File: src/sv/pas_pkg.sv
// types and constants shared by the pim assert state machine
// no dependencies
package pas_pkg;
  localparam logic [1:0] MODE_ASSERT = 2'd0;
  localparam logic [1:0] MODE_WRONGIF = 2'd1;
  localparam logic [1:0] MODE_COULD = 2'd2;
  localparam logic [1:0] MODE_TIMER = 2'd3;

  localparam logic [1:0] ST_NOINFO = 2'd0;
  localparam logic [1:0] ST_WINNER = 2'd1;
  localparam logic [1:0] ST_LOSER = 2'd2;

  localparam logic [2:0] REG_SG = 3'd0;
  localparam logic [2:0] REG_PREF_S = 3'd1;
  localparam logic [2:0] REG_COST_S = 3'd2;
  localparam logic [2:0] REG_PREF_RP = 3'd3;
  localparam logic [2:0] REG_COST_RP = 3'd4;
  localparam logic [2:0] REG_HOLD = 3'd5;
  localparam logic [2:0] REG_OVR = 3'd6;
  localparam logic [2:0] REG_RPF = 3'd7;

  typedef struct packed {
    logic [31:0] rp;
    logic [31:0] cost;
    logic [31:0] addr;
  } metric_t;

  // controller to datapath
  typedef struct packed {
    logic rd;   // launch the read of the interface entry
    logic wr;   // compute and write back, capture result
  } cmd_t;

  function automatic logic better(metric_t a, metric_t b);
    if (a.rp != b.rp) return a.rp < b.rp;
    if (a.cost != b.cost) return a.cost < b.cost;
    return a.addr > b.addr;
  endfunction
endpackage

File: src/sv/pas_dp.sv
// datapath: per-interface storage, metric compare and result register
// depends on pas_pkg
module pas_dp #(
  parameter int NUM_IFS = 32
) (
  input  logic clk,
  input  logic rst,
  input  pas_pkg::cmd_t cmd,
  input  logic [1:0] mode,
  input  logic [4:0] if_index,
  input  logic [31:0] my_addr,
  input  logic peer_rpt_bit,
  input  logic [30:0] peer_pref,
  input  logic [31:0] peer_cost,
  input  logic [31:0] peer_addr,
  input  logic could_assert,
  input  logic tracking_desired,
  input  logic cfg_sg,
  input  logic [30:0] cfg_pref_s,
  input  logic [31:0] cfg_cost_s,
  input  logic [30:0] cfg_pref_rp,
  input  logic [31:0] cfg_cost_rp,
  input  logic [15:0] cfg_hold,
  input  logic [15:0] cfg_ovr,
  input  logic [4:0] cfg_rpf,
  output logic status,
  output logic [1:0] new_state,
  output logic send_assert,
  output logic send_cancel,
  output logic timer_start,
  output logic [15:0] timer_value,
  output logic spt_bit,
  output logic winner_beats_spt
);
  import pas_pkg::*;
  localparam int IW = (NUM_IFS > 1) ? $clog2(NUM_IFS) : 1;

  // small per-interface state in flip-flops (cleared at reset)
  logic [1:0] ifst [NUM_IFS];
  logic ca_latch [NUM_IFS];
  logic wbf [NUM_IFS];
  logic [NUM_IFS-1:0] wvalid;
  logic spt_flag;
  // winner metric memory; invalid entries read as infinite
  metric_t wmem [NUM_IFS];

  // item registers
  logic [1:0] r_mode;
  logic [31:0] r_me;
  metric_t r_peer;
  logic r_ca, r_td, r_inr;
  logic [IW-1:0] r_idx;
  logic [1:0] r_cur;
  logic r_cal, r_wbf, r_wv;
  metric_t r_w;

  logic in_range;
  logic [IW-1:0] idx;
  assign in_range = ({3'd0, if_index} < 8'(NUM_IFS)) || (NUM_IFS > 32);
  assign idx = IW'(if_index);

  always_ff @(posedge clk) begin
    if (cmd.rd) begin
      r_mode <= mode; r_me <= my_addr;
      r_peer <= '{rp: {peer_rpt_bit, peer_pref}, cost: peer_cost, addr: peer_addr};
      r_ca <= could_assert; r_td <= tracking_desired;
      r_inr <= in_range; r_idx <= idx;
      r_cur <= ifst[idx]; r_cal <= ca_latch[idx]; r_wbf <= wbf[idx];
      r_wv <= wvalid[idx];
      r_w <= wmem[idx];
    end
  end

  metric_t spt_m, rpt_m, own_claim, mine, wm;
  logic sg, win, prpt;
  logic [2:0] act;
  logic st_o, sn_o, cn_o, ts_o;
  logic [15:0] tv_o, wtime;
  logic [1:0] ns;
  logic nb, do_store, do_del, set_spt, ca_wr;
  metric_t store_m;

  always_comb begin
    sg = cfg_sg;
    spt_m = '{rp: {1'b0, cfg_pref_s}, cost: cfg_cost_s, addr: r_me};
    rpt_m = '{rp: {1'b1, cfg_pref_rp}, cost: cfg_cost_rp, addr: r_me};
    own_claim = sg ? spt_m : rpt_m;
    mine = (sg && spt_flag) ? spt_m : rpt_m;
    win = better(mine, r_peer);
    prpt = r_peer.rp[31];
    wm = r_wv ? r_w : '{rp: '1, cost: '1, addr: '0};
    wtime = (cfg_hold > cfg_ovr) ? cfg_hold - cfg_ovr : 16'd0;
    act = 3'd0; st_o = 1'b1; sn_o = 1'b0; cn_o = 1'b0; ts_o = 1'b0; tv_o = 16'd0;
    ns = r_cur; nb = r_wbf; do_store = 1'b0; do_del = 1'b0; set_spt = 1'b0;
    ca_wr = 1'b0; store_m = own_claim;
    unique case (r_mode)
      MODE_ASSERT: begin
        if (r_cur == ST_NOINFO) begin
          if (sg) begin
            if (win && !prpt && r_ca) act = 3'd1;
            else if (prpt && r_ca) act = 3'd1;
            else if (!win && !prpt && r_td) act = 3'd6;
          end else begin
            if (win && prpt && r_ca) act = 3'd1;
            else if (!win && prpt && r_td) act = 3'd2;
          end
        end else if (r_cur == ST_WINNER) act = win ? 3'd3 : 3'd2;
        else if (!win) act = 3'd2;
        else if (wm.addr == r_peer.addr) act = 3'd5;
      end
      MODE_WRONGIF: begin
        st_o = 1'b0;
        if (r_cur == ST_NOINFO && r_ca) act = 3'd1;
      end
      MODE_COULD: begin
        if (r_ca != r_cal) begin
          ca_wr = 1'b1; st_o = 1'b0;
          if (r_cur == ST_WINNER && !r_ca) begin
            cn_o = 1'b1; do_del = 1'b1; ns = ST_NOINFO;
          end
        end
      end
      MODE_TIMER: begin
        if (r_cur == ST_WINNER) act = 3'd3;
        else if (r_cur == ST_LOSER) act = 3'd5;
      end
      default: ;
    endcase
    if (act != 3'd0) st_o = 1'b0;
    case (act)
      3'd1: begin
        sn_o = 1'b1; ts_o = 1'b1; tv_o = wtime; do_store = 1'b1; ns = ST_WINNER;
      end
      3'd3: begin
        sn_o = 1'b1; ts_o = 1'b1; tv_o = wtime; ns = ST_WINNER;
      end
      3'd2, 3'd6: begin
        ts_o = 1'b1; tv_o = cfg_hold; do_store = 1'b1; store_m = r_peer;
        ns = ST_LOSER;
        if (act == 3'd6 && 32'(r_idx) == 32'(cfg_rpf)) set_spt = 1'b1;
      end
      3'd5: begin
        do_del = 1'b1; ns = ST_NOINFO;
      end
      default: ;
    endcase
    if (sg && do_store) nb = better(store_m, spt_m);
    if (sg && do_del) nb = 1'b0;
    if (!r_inr) begin
      st_o = 1'b1; sn_o = 1'b0; cn_o = 1'b0; ts_o = 1'b0; tv_o = 16'd0;
      do_store = 1'b0; do_del = 1'b0; set_spt = 1'b0; ca_wr = 1'b0;
    end
  end

  always_ff @(posedge clk) begin
    if (rst) begin
      for (int k = 0; k < NUM_IFS; k++) begin
        ifst[k] <= ST_NOINFO; ca_latch[k] <= 1'b0; wbf[k] <= 1'b0;
      end
      wvalid <= '0;
      spt_flag <= 1'b0;
    end else if (cmd.wr && r_inr) begin
      ifst[r_idx] <= ns;
      wbf[r_idx] <= nb;
      if (ca_wr) ca_latch[r_idx] <= r_ca;
      if (set_spt) spt_flag <= 1'b1;
      if (do_store) wvalid[r_idx] <= 1'b1;
      if (do_del) wvalid[r_idx] <= 1'b0;
    end
  end

  always_ff @(posedge clk) begin
    if (cmd.wr && r_inr && do_store) wmem[r_idx] <= store_m;
  end

  always_ff @(posedge clk) begin
    if (cmd.wr) begin
      status <= st_o;
      new_state <= r_inr ? ns : ST_NOINFO;
      send_assert <= sn_o; send_cancel <= cn_o;
      timer_start <= ts_o; timer_value <= tv_o;
      spt_bit <= spt_flag | set_spt;
      winner_beats_spt <= r_inr ? nb : 1'b0;
    end
  end
endmodule
File: config.mk
export PLATFORM = sky130hd
export DESIGN_NAME = pas_dp
export DESIGN_NICKNAME = d
export VERILOG_FILES = /design/src/sv/pas_pkg.sv /design/src/sv/pas_dp.sv
export SDC_FILE = /design/constraint.sdc
export NUM_CORES = 2
export LEC_CHECK = 0
export ABC_AREA = 1
export BUFFER_PORTS_ARGS = -buffer_cell sky130_fd_sc_hd__buf_4
export CORE_MARGIN = 8
export CORE_UTILIZATION = 50
export CTS_CLUSTER_DIAMETER = 80
export DETAILED_ROUTE_END_ITERATION = 10
export PLACE_DENSITY = 0.67
export SYNTH_ARGS = -nofsm -noshare
export SYNTH_HDL_FRONTEND = slang
export SYNTH_SLANG_ARGS = --single-unit
File: constraint.sdc
create_clock -name clk -period 7.9 [get_ports clk]
set_clock_uncertainty 0.05 [all_clocks]
set_input_delay 0.79 -clock clk [delete_from_list [all_inputs] [get_ports clk]]
set_output_delay 0.79 -clock clk [all_outputs]
set_load 0.02 [all_outputs]
* Yosys cells after proc, flatten, opt, wreduce, memory -nomap -nowiden
Memory sizes are Yosys's and may differ from the RTL's. A register that Yosys moved wholly into a read port is not among the register bits.
Cells that the tools add are included.
** Word-level totals
- Input bits :: 305
- Memories kept :: 4
- Output and inout bits :: 24
- Register bits :: 195
- RAM bits :: 3200
** Memory list
- wmem :: depth 32, bits a word 96, rd ports 1, clocked after memory_dff 1, write ports 1, line pas_dp.sv:45 : metric_t wmem [NUM_IFS];
- ifst :: depth 32, bits a word 2, rd ports 1, clocked after memory_dff 1, write ports 32, line pas_dp.sv:39 : logic [1:0] ifst [NUM_IFS];
- ca_latch :: depth 32, bits a word 1, rd ports 1, clocked after memory_dff 1, write ports 32, line pas_dp.sv:40 : logic ca_latch [NUM_IFS];
- wbf :: depth 32, bits a word 1, rd ports 1, clocked after memory_dff 1, write ports 32, line pas_dp.sv:41 : logic wbf [NUM_IFS];
** Operators by class
- $add $sub $neg :: 1
- Magnitude comparators :: 10
- Bitwise logic cells :: 4
- Equality and inequality tests :: 17
- Reductions and logical operators :: 31
- Mux-type cells :: 84
** Operators with widths (count)
- two-way mux 96 bit :: 3
- two-way mux 32 bit :: 5
- less-than comparator 32 bit :: 3
- != test 32 bit :: 3
- greater-than comparator 32 bit :: 2
- two-way mux 1 bit :: 50
- bitwise AND 32 bit :: 1
- equality test 32 bit :: 1
- less-than comparator 32 x 31 -> 1 bit :: 1
- != test 32 x 31 -> 1 bit :: 1
- inverter 32 bit :: 1
- bitwise OR 32 bit :: 1
- case mux 16 bit (2 select lines) :: 1
- two-way mux 3 bit :: 10
- logical AND 1 bit :: 17
- greater-than comparator 16 bit :: 1
- two-way mux 16 bit :: 1
- subtractor 16 bit :: 1
- two-way mux 5 bit :: 3
- less-than comparator 5 x 6 -> 1 bit (second input constant) :: 2
- two-way mux 2 bit :: 6
- case mux 3 bit (3 select lines) :: 1
- equality test 2 bit (second input constant) :: 3
- equality test 3 x 2 -> 1 bit (second input constant) :: 2
- 19 further kinds :: 27

* Longest topological paths before layout
- Depth after elaboration :: 29
- Gate-level depth with buffers :: 49
- Depth with buffers taken out :: 44

* Worst setup path after synthesis
No wires, ideal clock.
- Kind :: input to register
- From :: in cfg_sg
- To :: mem wbf[16], data pin
- Setup time :: 255 ps
- Data arrival time :: 6819 ps
- Stages :: 44
- Slack :: 776 ps
- Buffers on the path :: 6
- Path through :: clkbuf_1 -> nand2_1 -> clkbuf_1 -> clkbuf_1 -> nand2_1 -> o21ai_0 -> ha_1 -> nand2_1 -> nor2_1 -> nand2_1 -> nor2_1 -> nand4_1 -> nand2_1 -> nor2_1 -> nand2_1 -> nand3_2 -> nand2_1 -> nand2_1 -> [8 not listed] -> o21ai_0 -> ha_1 -> a21oi_1 -> nor2_1 -> a211oi_1 -> o221a_2 -> nand2_1 -> nand2_1 -> nand2_1 -> nand2_1 -> nand2_1 -> nand2_1 -> nand2_1 -> nand2_1 -> nand3_1 -> nand3_4 -> buf_6 -> nor2_1
** RTL lines
- start: declaration :: line pas_dp.sv:18 : input logic cfg_sg,
- end: declaration :: line pas_dp.sv:41

==> flow_metrics.env <==
export IMPL_status="completed"
export IMPL_synth_edf_count=1350
export IMPL_nets=6207
export IMPL_final_cell_area_mm2=0.0712
export IMPL_pin_count=329
export IMPL_worstHoldPathType="in -> reg"
export IMPL_cp_endpoint="wbf[31]"
export IMPL_critPathCaptureType="flop"
export IMPL_cts_made_buffers=143
export IMPL_crit_fanout=62
export IMPL_finalHoldViolCount=0
export IMPL_drtIter0Drc=5648
export IMPL_cts_hold_buf=0
export IMPL_dpl_cell_count=7183
export IMPL_worstSetupStartpointType="flop"
export IMPL_p_leak_nw=25.5
export IMPL_syn_num_nets=5974
export IMPL_finalSetupViolCount=0
export IMPL_grt_usage_pct=26.5
export IMPL_timing_rr_start="spt_flag"
export IMPL_drc=0
export IMPL_r2r_slack_ns=0.63
export IMPL_rsz0062_at_grt="false"
export IMPL_grt_pass1_wl_um=274000
export IMPL_synth_area_mm2=0.0623
export IMPL_synth_area_leader_cell="edfxtp_1"
export IMPL_grt_pass1_vias=43230
export IMPL_cap_violations=0
export IMPL_cts_tree="yes"
export IMPL_worst_endpoint_arrival_ns=7.83
export IMPL_fmax_ghz=0.138
export IMPL_syn_inst=5458
export IMPL_ys_ff_latch=1383
export IMPL_vdd_drop_max_mv=0.245
export IMPL_required_ns=8.45
export IMPL_drt_pre_antenna_iters=6
export IMPL_synth_area_leaders="edfxtp_1, o21ai_0, nor2_1, ha_1, o221ai_1"
export IMPL_die_h_um=369
export IMPL_cts_htree_levels=4
export IMPL_grt_max_degree=215
export IMPL_cts_setup_buffers=0
export IMPL_cts_sinks=1383
export IMPL_power_density_mw_per_mm2=239
export IMPL_antenna_left=0
export IMPL_power_mw=17.0
export IMPL_seq_area_frac_synth_pct=66.1
export IMPL_worst_r2r_endpoint="wbf[31]"
export IMPL_stdcell_count=7445
export IMPL_ctsResizeCount=0
export IMPL_synth_top_area_share_pct=65.1
export IMPL_worstSetupStartpoint="spt_flag"
export IMPL_tns_ns=0
export IMPL_start_util_pct=50.4
export IMPL_vias=45496
export IMPL_cp_slowest_stage_delay_ns=0.74
export IMPL_vias_per_cell=6.11
export IMPL_wl_per_cell_um=25.1
export IMPL_drt_total_wl_um=187000
export IMPL_layout_min_cycle_time_ns=7.27
export IMPL_slowest_stage="nor4_1"
export IMPL_final_max_slew_violation_count=0
export IMPL_clockBufferDepth=3
export IMPL_async_reset_ff_share_pct=0
export IMPL_ys_types=53
export IMPL_rr_worst_depth=40
export IMPL_portBuffers=328
export IMPL_antenna_found_initial=10
export IMPL_place_ws_ns=-0.0338
export IMPL_syn_avg_cell_area_um2=11.4
export IMPL_hpwl_um=110000
export IMPL_area_growth_pct=14.3
export IMPL_drive_gt1_share_pct=12.4
export IMPL_die_w_um=369
export IMPL_die_area_mm2=0.136
export IMPL_core_mm2=0.124
export IMPL_fin_crit_sh_pct=92.0
export IMPL_crit_path_frequent_cell="nand2_1"
export IMPL_tightestPinTransition_ns=1.32
export IMPL_place_area_mm2=0.0667
export IMPL_cts_root_buf="clkbuf_16"
export IMPL_clk_latency_ns=0.79
export IMPL_rows=129
export IMPL_yosys_most_used_dff="edfxtp_1"
export IMPL_critPathKind="reg -> reg"
export IMPL_timing_final_ws_setup_ns=0.629
export IMPL_grt_ovfl_total=0
export IMPL_ys_warnings_count=0
export IMPL_slew_headroom_pct=12.2
export IMPL_clkTransAtPathRegs_ns=0.06
export IMPL_gp_congestion=0.898
through the flow:
stage	utilization (%)	hold slack (ns)
floorplan	-	0.400
global placement	53.9	0.409
detailed placement	53.9	0.418
CTS	57.6	0.0835
global route	57.6	0.104
finish	57.6	0.137
worst max-delay path: cells and delay by family, from the launching register on:
| family | cells | cell delay [ns] |
|---|---|---|
| buffers and inverters | 4 | 0.84 |
| flip-flops | 1 | 0.43 |
| AO/OA/AOI/OAI | 3 | 0.32 |
| AND/OR/NAND/NOR | 31 | 4.71 |
| adder cells (fa/ha/maj) | 2 | 0.64 |
layer usage:
| layer | GRT usage [%] | share of wire [%] |
|---|---|---|
| met1 | 35.2 | 39 |
| met4 | 10.4 | 3.7 |
| met5 | 0 | 0.018 |
| met2 | 43.1 | 47 |
| met3 | 4.86 | 9.9 |
cell usage in the layout, fill, tap and decap left out, types with 84 or more instances in the layout:
master / instances
o221ai_1: 216
a21oi_1: 105
nor2_1: 948
inv_1: 331
o22ai_1: 84
ha_1: 210
buf_4: 419
clkbuf_16: 145
o21ai_0: 863
nand2_1: 467
nand3_1: 112
edfxtp_1: 1350
worst min-delay path by stage:
| stage | start | to | slack, ns | cells after the start |
|---|---|---|---|---|
| after floorplan | wvalid[13] | wvalid[13] | 0.40 | 2 |
| after global placement | wvalid[10] | wvalid[10] | 0.41 | 2 |
| after detailed placement | wvalid[10] | wvalid[10] | 0.42 | 2 |
| after CTS | my_addr[0] | r_me[0] | 0.08 | 1 |
| after global routing | my_addr[0] | r_me[0] | 0.10 | 1 |
| final | my_addr[0] | r_me[0] | 0.14 | 1 |
cells by family (layout without fill, tap and decap cells):
family	after synthesis	count (layout)	share of synthesized area, %
adder cells (fa/ha/maj)	211	211	4.25
flip-flops	1383	1383	66.1
buffers and inverters	687	1033	4.33
XOR/XNOR	38	38	0.534
other	0	4	0
AND/OR/NAND/NOR	1660	1660	10.7
AO/OA/AOI/OAI	1479	1479	14.1
cells in the mapped netlist (7+ instances only):
| cell | instances |
|---|---|
| o211ai_1 | 65 |
| buf_2 | 11 |
| nor3_1 | 56 |
| o21ai_0 | 894 |
| o221ai_1 | 216 |
| buf_6 | 7 |
| nor2_2 | 21 |
| ha_1 | 210 |
| dfxtp_1 | 33 |
| inv_1 | 332 |
| buf_1 | 14 |
| edfxtp_1 | 1350 |
| nor2_1 | 961 |
| nand3_1 | 112 |
| a32oi_1 | 31 |
| clkbuf_1 | 298 |
| xor2_1 | 33 |
| a31oi_1 | 41 |
| o21a_1 | 8 |
| o22ai_1 | 84 |
| a21oi_1 | 105 |
| o21ai_1 | 11 |
| nand2_1 | 469 |
| buf_4 | 13 |
| nand4_1 | 23 |
power by group:
group | leakage, nW | internal, mW | switching (mW)
Clock | 2.21 | 3.73 | 2.86
Sequential | 12.7 | 8.41 | 0.0726
Combinational | 10.5 | 0.589 | 1.36
cell type report:
| class | count | area (µm²) |
|---|---|---|
| Multi-Input combinational cell | 3388 | 18700 |
| Antenna cell | 4 | 10.0 |
| Clock buffer | 183 | 3800 |
| Clock inverter | 75 | 756 |
| Timing Repair Buffer | 431 | 3360 |
| Inverter | 344 | 1320 |
| Sequential cell | 1383 | 41200 |
| Tap cell | 1637 | 2050 |
| Fill cell | 9995 | 52400 |
sequential cells by signal, indices dropped and copies added (netlist names), 16 cells and up:
name,flops
r_w,32
wbf,32
r_me,32
r_peer,95
wvalid,32
ifst,64
ca_latch,32
timer_value,16
wmem,1024
(Power assumes the default switching activity.)
